File: config.mk
export PLATFORM = sky130hd
export DESIGN_NAME = cgtr_regs
export DESIGN_NICKNAME = d
export VERILOG_FILES = /design/src/cgtr_pkg.sv /design/src/cgtr_regs.sv
export SDC_FILE = /design/constraint.sdc
export NUM_CORES = 1
export LEC_CHECK = 0
export BUFFER_PORTS_ARGS = -buffer_cell sky130_fd_sc_hd__buf_2
export CAP_MARGIN = 20
export CORE_MARGIN = 3
export CORE_UTILIZATION = 44
export DETAILED_ROUTE_END_ITERATION = 6
export HOLD_SLACK_MARGIN = 0.05
export PLACE_DENSITY = 0.82
export SYNTH_ARGS = -nofsm -noshare
export SYNTH_HDL_FRONTEND = slang
export SYNTH_SLANG_ARGS = --single-unit
File: constraint.sdc
create_clock -name clk -period 1.2 [get_ports clk]
set_clock_uncertainty 0.2 [all_clocks]
set_input_delay 0.12 -clock clk [delete_from_list [all_inputs] [get_ports clk]]
set_output_delay 0.12 -clock clk [all_outputs]
set_load 0.01 [all_outputs]
File: src/cgtr_pkg.sv
package cgtr_pkg;

  localparam int GLYPH_ROWS_DEFAULT = 16;
  localparam int CHAR_COUNT_DEFAULT = 256;
  localparam int COORD_BITS_DEFAULT = 16;

  localparam int GLYPH_WIDTH     = 8;
  localparam int FONT_INDEX_BITS = 12;
  localparam int FONT_BYTE_BITS  = 8;
  localparam int CHAR_BITS       = 8;
  localparam int COLOR_BITS      = 32;
  localparam int CFG_COORD_BITS  = 16;
  localparam int CLIP_SIZE_BITS  = 15;
  localparam int APB_DATA_BITS   = 32;
  localparam int APB_ADDR_BITS   = 5;
  localparam int QUEUE_DEPTH     = 4;

  localparam logic [CHAR_BITS-1:0] NEWLINE_CODE = 8'd10;

  localparam logic REQ_FONT = 1'b0;
  localparam logic REQ_CHAR = 1'b1;

  localparam int JOB_FIXED_BITS = 1 + FONT_INDEX_BITS + FONT_BYTE_BITS + COLOR_BITS;

  typedef enum logic [2:0] {
    REG_ORIGIN_X    = 3'd0,
    REG_ORIGIN_Y    = 3'd1,
    REG_CLIP_X      = 3'd2,
    REG_CLIP_Y      = 3'd3,
    REG_CLIP_W      = 3'd4,
    REG_CLIP_H      = 3'd5,
    REG_WRAP_ENABLE = 3'd6
  } reg_idx_t;

  typedef struct packed {
    logic signed [CFG_COORD_BITS-1:0] origin_x;
    logic signed [CFG_COORD_BITS-1:0] origin_y;
    logic signed [CFG_COORD_BITS-1:0] clip_x;
    logic signed [CFG_COORD_BITS-1:0] clip_y;
    logic [CLIP_SIZE_BITS-1:0]        clip_w;
    logic [CLIP_SIZE_BITS-1:0]        clip_h;
    logic                             wrap_enable;
  } cfg_t;

endpackage

File: src/cgtr_regs.sv
module cgtr_regs
  import cgtr_pkg::*;
(
  input  logic                     clk,
  input  logic                     rst,
  input  logic                     psel,
  input  logic                     penable,
  input  logic                     pwrite,
  input  logic [APB_ADDR_BITS-1:0] paddr,
  input  logic [APB_DATA_BITS-1:0] pwdata,
  output logic [APB_DATA_BITS-1:0] prdata,
  output logic                     pready,
  output cfg_t                     cfg
);

  reg_idx_t idx;
  logic     wr_en;

  assign pready = 1'b1;
  assign idx    = reg_idx_t'(paddr[APB_ADDR_BITS-1:2]);
  assign wr_en  = psel && penable && pwrite;

  always_ff @(posedge clk) begin
    if (rst) begin
      cfg <= '0;
    end else if (wr_en) begin
      unique case (idx)
        REG_ORIGIN_X:    cfg.origin_x    <= pwdata[CFG_COORD_BITS-1:0];
        REG_ORIGIN_Y:    cfg.origin_y    <= pwdata[CFG_COORD_BITS-1:0];
        REG_CLIP_X:      cfg.clip_x      <= pwdata[CFG_COORD_BITS-1:0];
        REG_CLIP_Y:      cfg.clip_y      <= pwdata[CFG_COORD_BITS-1:0];
        REG_CLIP_W:      cfg.clip_w      <= pwdata[CLIP_SIZE_BITS-1:0];
        REG_CLIP_H:      cfg.clip_h      <= pwdata[CLIP_SIZE_BITS-1:0];
        REG_WRAP_ENABLE: cfg.wrap_enable <= pwdata[0];
        default: ;
      endcase
    end
  end

  always_comb begin
    prdata = '0;
    unique case (idx)
      REG_ORIGIN_X:    prdata[CFG_COORD_BITS-1:0] = cfg.origin_x;
      REG_ORIGIN_Y:    prdata[CFG_COORD_BITS-1:0] = cfg.origin_y;
      REG_CLIP_X:      prdata[CFG_COORD_BITS-1:0] = cfg.clip_x;
      REG_CLIP_Y:      prdata[CFG_COORD_BITS-1:0] = cfg.clip_y;
      REG_CLIP_W:      prdata[CLIP_SIZE_BITS-1:0] = cfg.clip_w;
      REG_CLIP_H:      prdata[CLIP_SIZE_BITS-1:0] = cfg.clip_h;
      REG_WRAP_ENABLE: prdata[0]                  = cfg.wrap_enable;
      default:         prdata                     = '0;
    endcase
  end

endmodule

==> metrics.csv <==
metric;value;unit
run status;finished, violations left;
violations in the final reports;negative setup slack;
worst-case setup slack after placement;-394;ps
placeable core region;10300;um2
Clk Latency, worst-skew pair;360;ps
min cycle time layout;1770;ps
count of final setup violators;67;
mean number of vias per cell;5.57;
vertical die dimension;109;um
post-layout total power;6.07;mW
Final GP Congestion;0.850;
internal cell power;4.44;mW
via count;4916;
Crit path arrival time;1450;ps
total die area;11900;um2
flip-flop count of the largest register after layout;95;
CTS tree;yes;
worst hold-check slack;25.4;ps
Max-cap violations;0;
post-detailed-routing wire length;18.3;mm
kind of capture point of the worst setup path;output pin;
most common library cells after synthesis;sky130_fd_sc_hd__dfxtp_1, sky130_fd_sc_hd__mux2i_1, sky130_fd_sc_hd__nand2b_1, sky130_fd_sc_hd__o21ai_0, sky130_fd_sc_hd__a21oi_1;
worst hold-check path type;primary input to register;
unrepaired setup endpoints after global routing;yes;
Synth area leaders;sky130_fd_sc_hd__dfxtp_1, sky130_fd_sc_hd__mux2i_1, sky130_fd_sc_hd__nand2b_1;
largest net degree at the start of global routing;53;
global-route wire length before repair;25.6;mm
portion of the clock cycle consumed by the worst path in the final layout;148;%
switching power as a share of total power;26.8;%
Synth Instances;489;
leakage;3.73;nW
maximum VDD drop;0.635;mV
count of non-filler cells in the finished layout;882;
Net Sw Power;1.63;mW
Antenna Diode Count;0;
Crit path required time;880;ps
I/O pin count;170;
setup slack of the worst register-to-register path;40;ps
final hold violation count;0;
cell area after technology mapping;4690;um2
First-pass DRT Iterations;5;
relative contribution of the clock network to total power;33.1;%
Synth Flop Type;sky130_fd_sc_hd__dfxtp_1;
Post-Place Cells;812;
cell taking the most area after synthesis;sky130_fd_sc_hd__dfxtp_1;
die outline width;109;um
top register by number of flip-flops;cfg;
critical path start-end classification;register to output pin;
H-Tree Depth;3;
share of async-settable or async-resettable flops after synthesis;0;%
share of layout cells above drive strength 1;58.8;%
global router's overall resource usage;27.7;%
largest fanout on the critical path;2;
EDFF count, synth;0;
number of global-route vias before repair;4970;
share of power burned in combinational logic;14.3;%
number of different library cells in the post-synthesis netlist;31;
number of buffers inserted during clock tree synthesis;9;
P per Cell Area;775;nW/um2
Post-Syn Area per Cell;9.59;um2
Final ANT Viol Nets;0;
number of slew-limit violations in the final report;0;
share of synthesized area occupied by flip-flops and latches;40.6;%
number of buffers inserted by port buffering;134;
starting density of the core;45.4;%
most common cell in the netlist;sky130_fd_sc_hd__dfxtp_1;
PnR worst setup slack;-571;ps
top flop regs;cfg x95;
antenna violations before repair;0;
signed area change from the synthesized netlist to the final layout;66.9;%
peak clock frequency supported by timing;565;MHz
CTS root buffer;sky130_fd_sc_hd__clkbuf_8;
Clock Pin Slew Worst Setup and Hold Paths;100;ps
wire length per cell;20.7;um
CTS Sinks;95;
total congestion overflow after global routing;0;
Rows;37;
Worst Setup Start Kind;register;
sequential fraction of design power;52.6;%
detailed-placement wirelength estimate;11.0;mm
number of remaining DRC errors;0;
Starting DRT DRC Count;345;
fraction of post-synthesis cell area in the top cell type by area;40.6;%
Final Net Count;784;
clock buffer depth;2;
yosys synthesis warning count;0;
number of flip-flops and latches in the synthesized netlist;95;
[worst paths after layout]
path                         from              endpoint  cells after the start
max          cfg[46]$_SDFFE_PP0P_            prdata[15]                      3
min                           rst  cfg[50]$_SDFFE_PP0P_                      3
max reg2reg  cfg[94]$_SDFFE_PP0P_  cfg[94]$_SDFFE_PP0P_                      5
min reg2reg  cfg[28]$_SDFFE_PP0P_  cfg[28]$_SDFFE_PP0P_                      2
[cells in the final DEF (no fill, tap or decap), types with 6 or more instances in the layout]
cell type / count
sky130_fd_sc_hd__dlygate4sd3_1: 19
sky130_fd_sc_hd__nand2b_1: 81
sky130_fd_sc_hd__a21oi_2: 7
sky130_fd_sc_hd__mux2i_1: 87
sky130_fd_sc_hd__conb_1: 17
sky130_fd_sc_hd__buf_4: 52
sky130_fd_sc_hd__o21ai_0: 32
sky130_fd_sc_hd__mux2_4: 11
sky130_fd_sc_hd__buf_2: 66
sky130_fd_sc_hd__clkbuf_8: 11
sky130_fd_sc_hd__nand2_2: 9
sky130_fd_sc_hd__buf_12: 15
sky130_fd_sc_hd__nand3_1: 29
sky130_fd_sc_hd__a21oi_1: 25
sky130_fd_sc_hd__mux2_2: 6
sky130_fd_sc_hd__o221ai_2: 11
sky130_fd_sc_hd__dfxtp_2: 94
sky130_fd_sc_hd__buf_6: 127
[cell type report]
class / count / area, um2
inverter: 1 / 3.75
fill: 624 / 2500
timing repair buffer: 282 / 2700
sequential: 95 / 2020
clock inverter: 4 / 31.3
multi-input combinational: 353 / 2750
clock buffer: 11 / 151
tap: 136 / 170
[worst max-delay path, stage by stage (launching register included)]
cell and delay (ps):
sky130_fd_sc_hd__dfxtp_2 340, sky130_fd_sc_hd__mux4_2 480, sky130_fd_sc_hd__and2_4 160, sky130_fd_sc_hd__buf_6 110
[cells by family after synthesis]
| group | count (synthesis) | share of synthesized area (%) |
|---|---|---|
| AOI/OAI and AO/OA | 86 | 10.7 |
| buffers and inverters | 58 | 7.31 |
| DFF | 95 | 40.6 |
| muxes | 106 | 23.3 |
| other | 2 | 0.160 |
| and+or+nand+nor | 142 | 18.0 |
[through the flow]
step | setup TNS (ps) | area [um2] | utilization [%]
finish | -9870 | 7830 | 75.8
global placement | -28090 | 6210 | 60.2
CTS | -8630 | 7290 | 70.6
detailed placement | -30970 | 6210 | 60.2
floorplan | -2400 | 4880 | -
global route | -12710 | 7830 | 75.8
[metal layers]
| layer | global-route usage, % | up-vias | part of all wire (%) | wire length, um |
|---|---|---|---|---|
| li1 | - | 2194 | - | - |
| met1 | 31.7 | 2434 | 38 | 6930 |
| met2 | 50.3 | 234 | 53 | 9670 |
| met3 | 5.33 | 54 | 5.9 | 1070 |
| met4 | 11.6 | 0 | 3.3 | 601 |
| met5 | 0 | - | 0 | 0 |
[power by group through the flow]
stage | combinational (mW) | sequential [mW] | clock [mW]
final | 0.868 | 3.19 | 2.01
after floorplan | 0.410 | 3.27 | 0
after detailed placement | 0.682 | 3.26 | 0
after global placement | 0.667 | 3.26 | 0
after global routing | 0.906 | 3.20 | 2.18
after CTS | 0.777 | 3.19 | 2.00
[timing repair]
action                                 CTS  global route
setup buffers                            6            45
pin swaps                               11             4
endpoints found under the hold margin   95             1
gates cloned                             1             2
resized for setup                      192            92
setup endpoints to repair               86           157
hold buffers                            19             1
(Power assumes the default switching activity.)
