$ cat src/cgtr_pkg.sv
package cgtr_pkg;

  localparam int GLYPH_ROWS_DEFAULT = 16;
  localparam int CHAR_COUNT_DEFAULT = 256;
  localparam int COORD_BITS_DEFAULT = 16;

  localparam int GLYPH_WIDTH     = 8;
  localparam int FONT_INDEX_BITS = 12;
  localparam int FONT_BYTE_BITS  = 8;
  localparam int CHAR_BITS       = 8;
  localparam int COLOR_BITS      = 32;
  localparam int CFG_COORD_BITS  = 16;
  localparam int CLIP_SIZE_BITS  = 15;
  localparam int APB_DATA_BITS   = 32;
  localparam int APB_ADDR_BITS   = 5;
  localparam int QUEUE_DEPTH     = 4;

  localparam logic [CHAR_BITS-1:0] NEWLINE_CODE = 8'd10;

  localparam logic REQ_FONT = 1'b0;
  localparam logic REQ_CHAR = 1'b1;

  localparam int JOB_FIXED_BITS = 1 + FONT_INDEX_BITS + FONT_BYTE_BITS + COLOR_BITS;

  typedef enum logic [2:0] {
    REG_ORIGIN_X    = 3'd0,
    REG_ORIGIN_Y    = 3'd1,
    REG_CLIP_X      = 3'd2,
    REG_CLIP_Y      = 3'd3,
    REG_CLIP_W      = 3'd4,
    REG_CLIP_H      = 3'd5,
    REG_WRAP_ENABLE = 3'd6
  } reg_idx_t;

  typedef struct packed {
    logic signed [CFG_COORD_BITS-1:0] origin_x;
    logic signed [CFG_COORD_BITS-1:0] origin_y;
    logic signed [CFG_COORD_BITS-1:0] clip_x;
    logic signed [CFG_COORD_BITS-1:0] clip_y;
    logic [CLIP_SIZE_BITS-1:0]        clip_w;
    logic [CLIP_SIZE_BITS-1:0]        clip_h;
    logic                             wrap_enable;
  } cfg_t;

endpackage

$ cat src/cgtr_front.sv
module cgtr_front
  import cgtr_pkg::*;
#(
  parameter int GLYPH_ROWS = GLYPH_ROWS_DEFAULT,
  parameter int CHAR_COUNT = CHAR_COUNT_DEFAULT,
  parameter int COORD_BITS = COORD_BITS_DEFAULT
) (
  input  logic                                  clk,
  input  logic                                  rst,
  input  cfg_t                                  cfg,
  input  logic                                  accept,
  input  logic                                  req_type,
  input  logic [FONT_INDEX_BITS-1:0]            font_index,
  input  logic [FONT_BYTE_BITS-1:0]             font_byte,
  input  logic [CHAR_BITS-1:0]                  char_code,
  input  logic                                  first_of_string,
  input  logic [COLOR_BITS-1:0]                 color,
  output logic                                  push_valid,
  output logic [JOB_FIXED_BITS+2*COORD_BITS-1:0] push_data
);

  localparam int C     = COORD_BITS;
  localparam int WB    = ((C > 18) ? C : 18) + 2;
  localparam int DEPTH = CHAR_COUNT * GLYPH_ROWS;

  localparam logic signed [WB-1:0] COORD_MAX = {{(WB-C+1){1'b0}}, {(C-1){1'b1}}};
  localparam logic signed [WB-1:0] COORD_MIN = {{(WB-C+1){1'b1}}, {(C-1){1'b0}}};
  localparam logic signed [WB-1:0] STEP_X    = WB'(GLYPH_WIDTH);
  localparam logic signed [WB-1:0] STEP_Y    = WB'(GLYPH_ROWS);

  typedef struct packed {
    logic                       draw;
    logic [FONT_INDEX_BITS-1:0] index;
    logic [FONT_BYTE_BITS-1:0]  data;
    logic signed [C-1:0]        x;
    logic signed [C-1:0]        y;
    logic [COLOR_BITS-1:0]      color;
  } job_t;

  function automatic logic signed [WB-1:0] wide(input logic signed [C-1:0] v);
    return {{(WB-C){v[C-1]}}, v};
  endfunction

  function automatic logic signed [WB-1:0] wide16(input logic signed [CFG_COORD_BITS-1:0] v);
    return {{(WB-CFG_COORD_BITS){v[CFG_COORD_BITS-1]}}, v};
  endfunction

  function automatic logic signed [C-1:0] sat(input logic signed [WB-1:0] v);
    logic signed [C-1:0] r;
    if (v > COORD_MAX) begin
      r = COORD_MAX[C-1:0];
    end else if (v < COORD_MIN) begin
      r = COORD_MIN[C-1:0];
    end else begin
      r = v[C-1:0];
    end
    return r;
  endfunction

  logic signed [C-1:0]  cursor_x, cursor_x_next;
  logic signed [C-1:0]  cursor_y, cursor_y_next;
  logic                 stopped, stopped_next;

  logic signed [C-1:0]  ox, oy, cur_x, cur_y, nl_y, draw_x, draw_y, adv_x;
  logic signed [WB-1:0] right, clip_w_w;
  logic                 stop_cur, newline, edge_stop, wrap_now, in_range;
  job_t                 job;

  assign ox       = sat(wide16(cfg.origin_x));
  assign oy       = sat(wide16(cfg.origin_y));
  assign clip_w_w = {{(WB-CLIP_SIZE_BITS){1'b0}}, cfg.clip_w};
  assign right    = wide16(cfg.clip_x) + clip_w_w;

  assign cur_x    = first_of_string ? ox : cursor_x;
  assign cur_y    = first_of_string ? oy : cursor_y;
  assign stop_cur = first_of_string ? 1'b0 : stopped;
  assign newline  = (char_code == NEWLINE_CODE);
  assign nl_y     = sat(wide(cur_y) + STEP_Y);

  assign edge_stop = !cfg.wrap_enable && (wide(cur_x) >= right);
  assign wrap_now  = cfg.wrap_enable && ((wide(cur_x) + STEP_X) > right);
  assign draw_x    = wrap_now ? ox : cur_x;
  assign draw_y    = wrap_now ? nl_y : cur_y;
  assign adv_x     = sat(wide(draw_x) + STEP_X);

  assign in_range  = 32'(font_index) < 32'(DEPTH);
  assign push_data = job;

  always_comb begin
    cursor_x_next = cursor_x;
    cursor_y_next = cursor_y;
    stopped_next  = stopped;
    push_valid    = 1'b0;
    job.draw      = 1'b0;
    job.index     = font_index;
    job.data      = font_byte;
    job.x         = draw_x;
    job.y         = draw_y;
    job.color     = color;
    if (accept) begin
      if (req_type == REQ_FONT) begin
        push_valid = in_range;
      end else begin
        cursor_x_next = cur_x;
        cursor_y_next = cur_y;
        stopped_next  = stop_cur;
        if (!stop_cur) begin
          if (newline) begin
            cursor_x_next = ox;
            cursor_y_next = nl_y;
          end else if (edge_stop) begin
            stopped_next = 1'b1;
          end else begin
            push_valid    = 1'b1;
            job.draw      = 1'b1;
            job.data      = char_code;
            cursor_x_next = adv_x;
            cursor_y_next = draw_y;
          end
        end
      end
    end
  end

  always_ff @(posedge clk) begin
    if (rst) begin
      cursor_x <= '0;
      cursor_y <= '0;
      stopped  <= 1'b0;
    end else begin
      cursor_x <= cursor_x_next;
      cursor_y <= cursor_y_next;
      stopped  <= stopped_next;
    end
  end

endmodule

$ cat config.mk
export PLATFORM = sky130hd
export DESIGN_NAME = cgtr_front
export DESIGN_NICKNAME = d
export VERILOG_FILES = /design/src/cgtr_pkg.sv /design/src/cgtr_front.sv
export SDC_FILE = /design/constraint.sdc
export NUM_CORES = 1
export LEC_CHECK = 0
export BUFFER_PORTS_ARGS = -buffer_cell sky130_fd_sc_hd__buf_2
export CAP_MARGIN = 5
export CORE_ASPECT_RATIO = 0.8
export CORE_MARGIN = 2
export CORE_UTILIZATION = 46
export DETAILED_ROUTE_END_ITERATION = 7
export HOLD_SLACK_MARGIN = 0.15
export PLACE_DENSITY = 0.88
export SLEW_MARGIN = 0
export SYNTH_ARGS = -nofsm -noshare
export SYNTH_HDL_FRONTEND = slang
export SYNTH_SLANG_ARGS = --single-unit
$ cat constraint.sdc
create_clock -name clk -period 11.2 [get_ports clk]
set_clock_uncertainty 0.2 [all_clocks]
set_input_delay 3.36 -clock clk [delete_from_list [all_inputs] [get_ports clk]]
set_output_delay 3.36 -clock clk [all_outputs]
set_load 0.02 [all_outputs]
==> impl_metrics.json <==
{
  "fin_nets": 1179,
  "gp_congestion": 1.05,
  "r2r_start": "cursor_x[3]",
  "die_area_um2": 14800,
  "drtIter0Drc": 953,
  "arrival_ns": 7.54,
  "final_common_cell": "buf_2",
  "crit_path_start_kind": "input pin",
  "reg2reg_slack_ns": 4.36,
  "drv_cap": 0,
  "drc": 0,
  "synth_ff_type": "dfxtp_1",
  "cts_buffer_depth": 2,
  "dp.cells": 1137,
  "ys_types": 82,
  "diodes": 0,
  "firstDrtPassIters": 7,
  "endpoint": "push_data[68]",
  "cts_root_buffer": "clkbuf_16",
  "setup_viol": 0,
  "cts_htree_levels": 2,
  "end_kind": "output port",
  "die_x_um": 136,
  "finalHoldViolations": 0,
  "tightest_slew_ns": 1.21,
  "synth_top_area_share": 0.104,
  "cp_max_fo": 4,
  "num_vias": 7369,
  "grt_usage": 0.283,
  "core_area_um2": 13600,
  "fmax_mhz": 90.1,
  "slowest_stage": "o31ai_2",
  "path_cells": "buf_2 -> ha_1 -> buf_4 -> a211o_1 -> o211ai_1 -> o211ai_1 -> o31ai_2 -> o21bai_1 -> a21oi_1 -> xor2_1 -> ha_1 -> nor2b_2 -> nor3b_2 -> nand4_1 -> nor2_1 -> a21oi_2 -> mux2_4 -> nand2_4 -> nor3_4 -> buf_4 -> mux2_2 -> buf_2",
  "die_h_um": 109,
  "highest_layer": "met4",
  "p_per_area_nw_per_um2": 108,
  "syn-cell-area_um2": 6370,
  "relSlewSlack": 0.188,
  "ys_ff_latch": 33,
  "cts_sinks": 33,
  "required_ns": 7.64,
  "wl_met1_um": 9460,
  "area_delta_synth_final_pct": 16.9,
  "wl_met3_um": 2690,
  "stdcell_count": 1149,
  "cts_hold_buffers": 0,
  "start_util": 0.470,
  "ios": 246,
  "outcome": "finished clean",
  "grt_pass1_wl_um": 33300,
  "ys.warnings.count": 0,
  "worstReg2RegEnd": "cursor_x[4]",
  "total_power_w": 0.000801,
  "rows": 38,
  "ys_top_cells_by_area": "dfxtp_1 10%, ha_1 9.8%, nor2_1 6.1%, buf_4 6.0%, a21oi_1 5.0%",
  "synth_nets": 1082,
  "wl_per_cell_um": 19.3,
  "port_buffers": 126,
  "hold_class": "reg -> reg",
  "startpoint": "cfg[16]",
  "met2RoutedLength_um": 9280,
  "yosysSeqAreaShare": 0.104,
  "leakage_nw": 3.18,
  "path_clk_slew_ns": 0.05,
  "synth_edf_count": 0,
  "syn_area_per_cell_um2": 7.31,
  "path_class": "in -> out",
  "grt_max_degree": 34,
  "rsz0062_at_grt": "yes",
  "vdd_drop_max_uv": 61.2,
  "cts_inserted_buffers": 5,
  "period_share": 0.991,
  "syn-instance-count": 871,
  "grt_overflow": 0,
  "grt_pass1_vias": 6506,
  "yosysTopAreaCell": "dfxtp_1",
  "fin_setup_tns_ns": 0,
  "ant_nets": 0,
  "reg2reg_depth": 26,
  "viasPerCell": 6.41,
  "antenna_found_initial": 0,
  "min_period_ns": 11.10,
  "maxSlewViolCount": 0,
  "insertion_delay_ns": 0.29,
  "routed_wl_um": 22200,
  "cts_tree": "done",
  "drive_above_1_share": 0.296,
  "hpwlAfterDp_um": 16700,
  "final_util": 0.549,
  "synthArstFlopShare": 0,
  "layout_common_cells": "125 x buf_2, 95 x nor2_1, 58 x nand2_1",
  "slowest_delay_ns": 0.45,
  "holdWs_ns": 0.265
}
==> critical path: cells and delay by family <==
kind,cells,cell delay [ns]
xor gates and xnor gates,1,0.26
buffers and inverters,4,0.57
muxes,2,0.51
adders and majority gates,2,0.50
AOI/OAI and AO/OA,7,1.56
and+or+nand+nor,6,0.77
==> through the flow <==
| stage | area (µm²) | setup WS [ns] |
|---|---|---|
| 3_5_place_dp | 7100 | -0.178 |
| 4_1_cts | 7290 | 0.0171 |
| 3_3_place_gp | 7100 | -0.124 |
| 5_1_grt | 7440 | -0.127 |
| 2_1_floorplan | 6450 | 0.00449 |
| 6_report | 7440 | 0.105 |
==> layout make-up <==
cell class / instances / area, µm²
fillers: 1245 / 6110
multi-input cells: 718 / 5220
repair buffers: 179 / 1050
flip-flops and latches: 33 / 661
well taps: 180 / 225
clock buffers: 7 / 143
inverters: 31 / 116
clock inverters: 1 / 30.0
==> synthesized netlist by cell type (5+ instances only) <==
cell         n
clkbuf_1    16
nand4_1     20
o31ai_1      7
nand2_1     59
inv_1       30
mux2_2      24
buf_4       51
and2_1       8
nand3_1     28
dfxtp_1     33
nor4_1       8
buf_2       12
ha_1        50
nor2_1     104
a21boi_0     5
and3_1      13
o21a_1       6
o211ai_1    12
o221ai_1     9
o2111ai_1    7
buf_6        6
xnor2_1     17
xor2_1      12
and4_1       5
o22ai_1      6
o211a_1      5
nand3b_1     5
o311ai_0     6
a211oi_1    13
nor3_1      23
a31oi_1     13
nor2b_1      9
o21ai_0     46
a21oi_1     63
mux2i_1     23
a311oi_1    13
nand2b_1    15
==> routing by layer <==
metal / up-vias / global-route usage
met3: 72 / 0.0772
met1: 3380 / 0.391
met2: 480 / 0.421
met4: 0 / 0.0967
li1: 3437 / -
met5: - / 0
==> cell families after synthesis <==
| group | after synthesis | share of synthesized area |
|---|---|---|
| DFF | 33 | 0.104 |
| adders and majority gates | 51 | 0.101 |
| and+or+nand+nor | 320 | 0.253 |
| xor gates and xnor gates | 31 | 0.0450 |
| buffers and inverters | 120 | 0.110 |
| muxes | 53 | 0.0921 |
| AOI/OAI and AO/OA | 263 | 0.295 |
==> timing repair <==
| item | 4_1_cts | 5_1_grt |
|---|---|---|
| buffers inserted | 0 | 3 |
| endpoints found under the setup margin | 26 | 42 |
| pin swaps | 1 | 16 |
| cloned | 0 | 1 |
| resized for setup | 5 | 29 |
==> worst min path at each step <==
| stage | start | to | depth (start not counted) |
|---|---|---|---|
| 4_1_cts | cursor_y[4] | cursor_y[4] | 2 |
| 3_5_place_dp | cursor_y[4] | cursor_y[4] | 2 |
| 5_1_grt | cursor_y[4] | cursor_y[4] | 2 |
| 2_1_floorplan | cursor_y[4] | cursor_y[4] | 2 |
| 6_report | cursor_y[4] | cursor_y[4] | 2 |
| 3_3_place_gp | cursor_y[4] | cursor_y[4] | 2 |
==> state kept, by name (all words and copies together) (netlist names) <==
| name | flops |
|---|---|
| cursor_x | 16 |
| cursor_y | 16 |
| stopped | 1 |
==> report_power, final <==
group,switching (W),internal (W)
registers,0.00000921,0.000127
clock network,0.0000559,0.000111
logic,0.000301,0.000196
total,0.000366,0.000434
(Power assumes the default switching activity.)
