==> src/cgtr_pkg.sv <==
package cgtr_pkg;

  localparam int GLYPH_ROWS_DEFAULT = 16;
  localparam int CHAR_COUNT_DEFAULT = 256;
  localparam int COORD_BITS_DEFAULT = 16;

  localparam int GLYPH_WIDTH     = 8;
  localparam int FONT_INDEX_BITS = 12;
  localparam int FONT_BYTE_BITS  = 8;
  localparam int CHAR_BITS       = 8;
  localparam int COLOR_BITS      = 32;
  localparam int CFG_COORD_BITS  = 16;
  localparam int CLIP_SIZE_BITS  = 15;
  localparam int APB_DATA_BITS   = 32;
  localparam int APB_ADDR_BITS   = 5;
  localparam int QUEUE_DEPTH     = 4;

  localparam logic [CHAR_BITS-1:0] NEWLINE_CODE = 8'd10;

  localparam logic REQ_FONT = 1'b0;
  localparam logic REQ_CHAR = 1'b1;

  localparam int JOB_FIXED_BITS = 1 + FONT_INDEX_BITS + FONT_BYTE_BITS + COLOR_BITS;

  typedef enum logic [2:0] {
    REG_ORIGIN_X    = 3'd0,
    REG_ORIGIN_Y    = 3'd1,
    REG_CLIP_X      = 3'd2,
    REG_CLIP_Y      = 3'd3,
    REG_CLIP_W      = 3'd4,
    REG_CLIP_H      = 3'd5,
    REG_WRAP_ENABLE = 3'd6
  } reg_idx_t;

  typedef struct packed {
    logic signed [CFG_COORD_BITS-1:0] origin_x;
    logic signed [CFG_COORD_BITS-1:0] origin_y;
    logic signed [CFG_COORD_BITS-1:0] clip_x;
    logic signed [CFG_COORD_BITS-1:0] clip_y;
    logic [CLIP_SIZE_BITS-1:0]        clip_w;
    logic [CLIP_SIZE_BITS-1:0]        clip_h;
    logic                             wrap_enable;
  } cfg_t;

endpackage

==> src/cgtr_queue.sv <==
module cgtr_queue
  import cgtr_pkg::*;
#(
  parameter int WIDTH = JOB_FIXED_BITS + 2 * COORD_BITS_DEFAULT
) (
  input  logic             clk,
  input  logic             rst,
  input  logic             push,
  input  logic [WIDTH-1:0] push_data,
  input  logic             pop,
  output logic [WIDTH-1:0] pop_data,
  output logic             full,
  output logic             empty
);

  localparam int PW = $clog2(QUEUE_DEPTH);
  localparam int CW = $clog2(QUEUE_DEPTH + 1);

  logic [WIDTH-1:0] slots [QUEUE_DEPTH];
  logic [PW-1:0]    wr_ptr, rd_ptr;
  logic [CW-1:0]    count;

  assign full     = (count == CW'(QUEUE_DEPTH));
  assign empty    = (count == '0);
  assign pop_data = slots[rd_ptr];

  always_ff @(posedge clk) begin
    if (push) begin
      slots[wr_ptr] <= push_data;
    end
  end

  always_ff @(posedge clk) begin
    if (rst) begin
      wr_ptr <= '0;
      rd_ptr <= '0;
      count  <= '0;
    end else begin
      if (push) begin
        wr_ptr <= (wr_ptr == PW'(QUEUE_DEPTH - 1)) ? '0 : wr_ptr + 1'b1;
      end
      if (pop) begin
        rd_ptr <= (rd_ptr == PW'(QUEUE_DEPTH - 1)) ? '0 : rd_ptr + 1'b1;
      end
      if (push && !pop) begin
        count <= count + 1'b1;
      end else if (pop && !push) begin
        count <= count - 1'b1;
      end
    end
  end

endmodule

==> config.mk <==
export PLATFORM = sky130hd
export DESIGN_NAME = cgtr_queue
export DESIGN_NICKNAME = d
export VERILOG_FILES = /design/src/cgtr_pkg.sv /design/src/cgtr_queue.sv
export SDC_FILE = /design/constraint.sdc
export NUM_CORES = 1
export LEC_CHECK = 0
export BUFFER_PORTS_ARGS = -buffer_cell sky130_fd_sc_hd__buf_2
export CAP_MARGIN = 20
export CORE_MARGIN = 2
export CORE_UTILIZATION = 45
export DETAILED_ROUTE_END_ITERATION = 8
export PLACE_DENSITY = 0.67
export SKIP_CTS_REPAIR_TIMING = 1
export SYNTH_ARGS = -nofsm -noshare
export SYNTH_HDL_FRONTEND = slang
export SYNTH_SLANG_ARGS = --single-unit
==> constraint.sdc <==
create_clock -name clk -period 3.21 [get_ports clk]
set_input_delay 0.642 -clock clk [delete_from_list [all_inputs] [get_ports clk]]
set_output_delay 0.642 -clock clk [all_outputs]
set_load 0.03 [all_outputs]
==> impl_metrics.env, run 1 <==
export IMPL_ys_seq_area_share_pct=81.4
export IMPL_ios=176
export IMPL_required_ns=2.57
export IMPL_num_vias=5759
export IMPL_setup_viol=0
export IMPL_crit_type="register to output pin"
export IMPL_cts_root_buf="clkbuf_16"
export IMPL_yosysMostFrequentCell="edfxtp_1"
export IMPL_synth_main_ff_cell="edfxtp_1"
export IMPL_max_clock_path_buffers=3
export IMPL_grt_pass1_wl_um=35200
export IMPL_ys_ff_latch=349
export IMPL_synth_edf_count=340
export IMPL_synthCells=488
export IMPL_nNetsFinal=795
export IMPL_timing_rr_start="wr_ptr[0]"
export IMPL_drc=0
export IMPL_ys_warn_count=0
export IMPL_min_period_ns=2.93
export IMPL_rsz0062_at_grt="no"
export IMPL_synth_nets=584
export IMPL_dp_worst_setup_slack_ns=0.765
export IMPL_drv_cap=0
export IMPL_reg2reg_setup_slack_ns=1.38
export IMPL_async_flop_share_pct=0
export IMPL_end_kind="output pin"
export IMPL_port_buffers=175
export IMPL_htree_levels=2
export IMPL_cp_start_kind="register"
export IMPL_arrival_ns=2.29
export IMPL_synth_area_per_cell_um2=26.1
export IMPL_fin_crit_sh_pct=91.3
export IMPL_outcome="completed"
export IMPL_synth_area_um2=12800
export IMPL_grt_pass1_vias=6310
export IMPL_drt_pass1_iterations=4
export IMPL_worst_slew_pin_slew_ns=0.598
export IMPL_grt_overflow_total=0
export IMPL_post_drt_wl_per_cell_um=21.1
export IMPL_cts_tree="built"
export IMPL_cp_endpoint="pop_data[2]"
export IMPL_die_w_um=172
export IMPL_tns_ns=0
export IMPL_synth_top_area_share_pct=80.0
export IMPL_ys_types=20
export IMPL_slew_violations=0
export IMPL_final_cells=1105
export IMPL_clock_skew_ns=0.0140
export IMPL_grt_max_degree=42
export IMPL_drtIter0Drc=309
export IMPL_fill_cells=2109
export IMPL_grt_util_all_layers_pct=15.9
export IMPL_maxSlewHeadroom_pct=60.1
export IMPL_yosys_top_cells_area="edfxtp_1, mux4_2, dfxtp_1, buf_12, ha_1"
export IMPL_yosysTopAreaCell="edfxtp_1"
export IMPL_area_growth_pct=19.8
export IMPL_p_leak_nw=5.16
export IMPL_r2r_end="slots[2][22]"
export IMPL_drive_gt1_share_pct=45.6
export IMPL_clkTransAtPathRegs_ns=0.06
export IMPL_hold_ws_ns=0.340
export IMPL_reg2regPathDepth=4
export IMPL_clock_sinks=349
export IMPL_hp_start="push_data[33]"
export IMPL_synth_common_cells="edfxtp_1, mux4_2, dfxtp_1, nor2_1"
export IMPL_vias_per_cell=5.21
export IMPL_ir_drop_uv=479
export IMPL_min_path_type="primary input to register"
export IMPL_finalHoldViolCount=0
export IMPL_dp_cells=1038
export IMPL_power_density_nw_per_um2=678
export IMPL_antenna_found_initial=4
export IMPL_stdcell_area_um2=15300
export IMPL_clk_latency_ns=0.51
export IMPL_numCtsBuffers=37
export IMPL_die_h_um=172
export IMPL_cp_max_fo=21
export IMPL_globalplace_congestion=0.711
export IMPL_setup_ws_ns=0.281
export IMPL_dieArea_um2=29700
export IMPL_placed_cell_area_um2=14100
export IMPL_initial_utilization_pct=45.8
export IMPL_dp_hpwl_um=14300
export IMPL_placementRows=61
export IMPL_routed_wl_um=23400
export IMPL_core_um2=27900
export IMPL_fmax_mhz=341
export IMPL_ant_nets=0
[metrics by stage]
stage               power, W  util (%)
finish                0.0104      54.9
floorplan            0.00611         -
CTS                   0.0105      54.9
detailed placement   0.00647      50.8
global placement     0.00643      50.8
global route          0.0107      54.9
[per-layer routing]
layer	track usage, %	vias up	routed length (um)
li1	-	2526	-
met2	27.1	174	11700
met3	4.65	49	1670
met4	4.97	6	469
met1	19.9	3004	9440
met5	0	-	35
[worst min-delay path by stage]
stage                         to  slack (ns)  depth (start not counted)
floorplan               count[2]        0.46                          2
CTS                 slots[0][37]        0.32                          1
detailed placement      count[2]        0.51                          2
global route        slots[3][33]        0.32                          1
global placement        count[2]        0.48                          2
finish              slots[3][33]        0.34                          1
[final cells by class]
| type | count | area (um^2) | share of cell area (%) |
|---|---|---|---|
| Multi-Input combinational cell | 116 | 2170 | 14.2 |
| Tap cell | 378 | 473 | 3.09 |
| Inverter | 4 | 15.0 | 0.0982 |
| Clock buffer | 49 | 1010 | 6.63 |
| Antenna cell | 1 | 2.50 | 0.0164 |
| Sequential cell | 349 | 10400 | 68.0 |
| Clock inverter | 17 | 136 | 0.892 |
| Timing Repair Buffer | 191 | 1080 | 7.09 |
[layout by cell type (no fill, tap or decap), types with 7 or more instances in the layout]
cell         n
dfxtp_1      7
buf_4        9
clkbuf_16   39
mux4_2      85
buf_12       7
buf_2      175
edfxtp_1   340
nor2_1       7
clkinv_1     7
clkbuf_1    10
[critical path, stage by stage, from the launching register on]
cell	delay, ns
dfxtp_4	0.62
buf_4	0.37
mux4_2	0.57
buf_2	0.20
[state kept, by name, summed over array words and instances, names as in the netlist, named ones only]
name    flops
rd_ptr      2
count       3
wr_ptr      2
slots     340
[power by group]
group          switching (W)  internal, W
sequential         0.0000735      0.00522
combinational       0.000666     0.000392
clock                0.00163      0.00238
total                0.00237      0.00799
[logic make-up (layout without fill, tap and decap cells)]
group                    after synthesis  after routing  synth area share (%)
AO/OA/AOI/OAI                          3              3                 0.118
XOR/XNOR                               2              2                 0.137
adder cells (fa/ha/maj)                7              7                 0.745
buffers and inverters                 23            261                  1.65
flip-flops                           349            349                  81.4
multiplexers                          89             89                  15.3
other                                  0              1                     0
AND/OR/NAND/NOR                       15             15                 0.608
(Power assumes the default switching activity.)
==> inputs of run 2 (changes only) <==
--- a/config.mk
+++ b/config.mk
@@ -5,7 +5,7 @@
 export SDC_FILE = /design/constraint.sdc
 export NUM_CORES = 1
 export LEC_CHECK = 0
-export BUFFER_PORTS_ARGS = -buffer_cell sky130_fd_sc_hd__buf_2
+export BUFFER_PORTS_ARGS = -buffer_cell sky130_fd_sc_hd__clkbuf_2
 export CAP_MARGIN = 20
 export CORE_MARGIN = 2
 export CORE_UTILIZATION = 45
==> run 2 against run 1 <==
  * Global-route usage decreased by 0.41 points
  * Combinational power about the same
  * Routed wire length decreased by 1.7%
  * Cell area decreased by 0.61%
  * Core utilization decreased by 0.34 points
  * Via count decreased by 1.3%
  * Register-to-register slack got worse by 0.02 ns
  * Clock-buffer cell count decreased by 3
  * Cell count decreased by 0.18%
  * Power decreased by 3.2%
  * Clock skew decreased by 0.0087 ns
  * Critical path depth unchanged
  * Largest cell class unchanged
  * Highest routed layer unchanged
==> impl_metrics.env, run 2 (synthesis gave the netlist of run 1 again) <==
export IMPL_crit_type="register to output pin"
export IMPL_setup_viol=0
export IMPL_grt_pass1_wl_um=34600
export IMPL_min_path_type="primary input to register"
export IMPL_clk_latency_ns=0.50
export IMPL_reg2regPathDepth=3
export IMPL_port_buffers=175
export IMPL_min_period_ns=2.91
export IMPL_p_leak_nw=5.16
export IMPL_antenna_found_initial=1
export IMPL_clock_sinks=349
export IMPL_core_um2=27900
export IMPL_grt_overflow_total=0
export IMPL_cp_max_fo=24
export IMPL_top_register="slots"
export IMPL_tns_ns=0
export IMPL_area_growth_pct=19.1
export IMPL_dieArea_um2=29700
export IMPL_top_regs="slots x340, count x3"
export IMPL_drt_pass1_iterations=4
export IMPL_nNetsFinal=794
export IMPL_finalHoldViolCount=0
export IMPL_drive_gt1_share_pct=45.7
export IMPL_grt_max_degree=40
export IMPL_post_drt_wl_per_cell_um=20.8
export IMPL_placementRows=61
export IMPL_dp_hpwl_um=14100
export IMPL_die_w_um=172
export IMPL_clock_skew_ns=0.00531
export IMPL_final_common_cell="edfxtp_1"
export IMPL_cts_root_buf="clkbuf_16"
export IMPL_htree_levels=2
export IMPL_vias_per_cell=5.16
export IMPL_grt_util_all_layers_pct=15.5
export IMPL_fmax_mhz=344
export IMPL_timing_rr_start="wr_ptr[0]"
export IMPL_mostFrequentLayoutCells="edfxtp_1, clkbuf_2, mux4_2"
export IMPL_clkTransAtPathRegs_ns=0.06
export IMPL_maxSlewHeadroom_pct=59.7
export IMPL_numCtsBuffers=35
export IMPL_globalplace_congestion=0.728
export IMPL_diodes=0
export IMPL_required_ns=2.57
export IMPL_num_vias=5686
export IMPL_initial_utilization_pct=45.8
export IMPL_dp_worst_setup_slack_ns=0.741
export IMPL_slew_violations=0
export IMPL_worst_slew_pin_slew_ns=0.604
export IMPL_drtIter0Drc=383
export IMPL_ios=176
export IMPL_setup_ws_ns=0.300
export IMPL_ir_drop_uv=441
export IMPL_cp_endpoint="pop_data[18]"
export IMPL_rsz0062_at_grt="no"
export IMPL_max_clock_path_buffers=3
export IMPL_r2r_end="slots[3][22]"
export IMPL_routed_wl_um=23000
export IMPL_fill_cells=2070
export IMPL_die_h_um=172
export IMPL_drv_cap=0
export IMPL_end_kind="output pin"
export IMPL_ant_nets=0
export IMPL_cp_start_kind="register"
export IMPL_outcome="completed"
export IMPL_grt_pass1_vias=6200
export IMPL_largest_reg_flops=340
export IMPL_drc=0
export IMPL_fin_crit_sh_pct=90.7
export IMPL_power_density_nw_per_um2=660
export IMPL_arrival_ns=2.27
export IMPL_cts_tree="built"
export IMPL_reg2reg_setup_slack_ns=1.36
-- run 2: per-stage QoR --
step                      cells  hold slack [ns]  power (W)  util (%)  instance area [um^2]
after floorplan             488            0.460    0.00611         -                 12800
after global placement     1039            0.478    0.00644      50.8                 14100
after detailed placement   1039            0.537    0.00647      50.8                 14100
after CTS                  1103            0.333     0.0102      54.6                 15200
after global routing       1103            0.338     0.0104      54.6                 15200
final                      1103            0.358     0.0100      54.6                 15200
-- run 2: power breakdown --
part / switching, W / internal [W]
Sequential: 0.0000784 / 0.00522
Combinational: 0.000666 / 0.000390
Clock: 0.00158 / 0.00209
Total: 0.00233 / 0.00770
-- run 2: how the worst min path moves through the flow --
stage	from	depth (start not counted)	to
2_1_floorplan	count[2]	2	count[2]
3_3_place_gp	count[2]	2	count[2]
3_5_place_dp	rd_ptr[0]	2	register
4_1_cts	push_data[21]	1	slots[1][21]
5_1_grt	push_data[48]	1	slots[1][48]
6_report	push_data[33]	1	slots[1][33]
-- run 2: routing by layer --
| metal | share of wire (%) | vias to the layer above | global-route usage, % |
|---|---|---|---|
| li1 | - | 2528 | - |
| met1 | 42 | 2955 | 20.2 |
| met2 | 49 | 161 | 26.2 |
| met3 | 6.4 | 40 | 4.19 |
| met4 | 1.9 | 2 | 3.98 |
| met5 | 0.057 | - | 0 |
-- run 2: cell type report --
type                    count  area [um^2]  share of cell area, %
clock inverters            18          103                  0.675
multi-input cells         116         2170                   14.3
repair buffers            192         1090                   7.18
well taps                 378          473                   3.11
flip-flops and latches    349        10400                   68.4
clock buffers              46          948                   6.24
inverters                   4         15.0                 0.0988
-- run 2: worst max-delay path: stages, from the launching register on --
cell,delay [ns]
dfxtp_4,0.70
buf_4,0.32
mux4_2,0.53
clkbuf_2,0.20
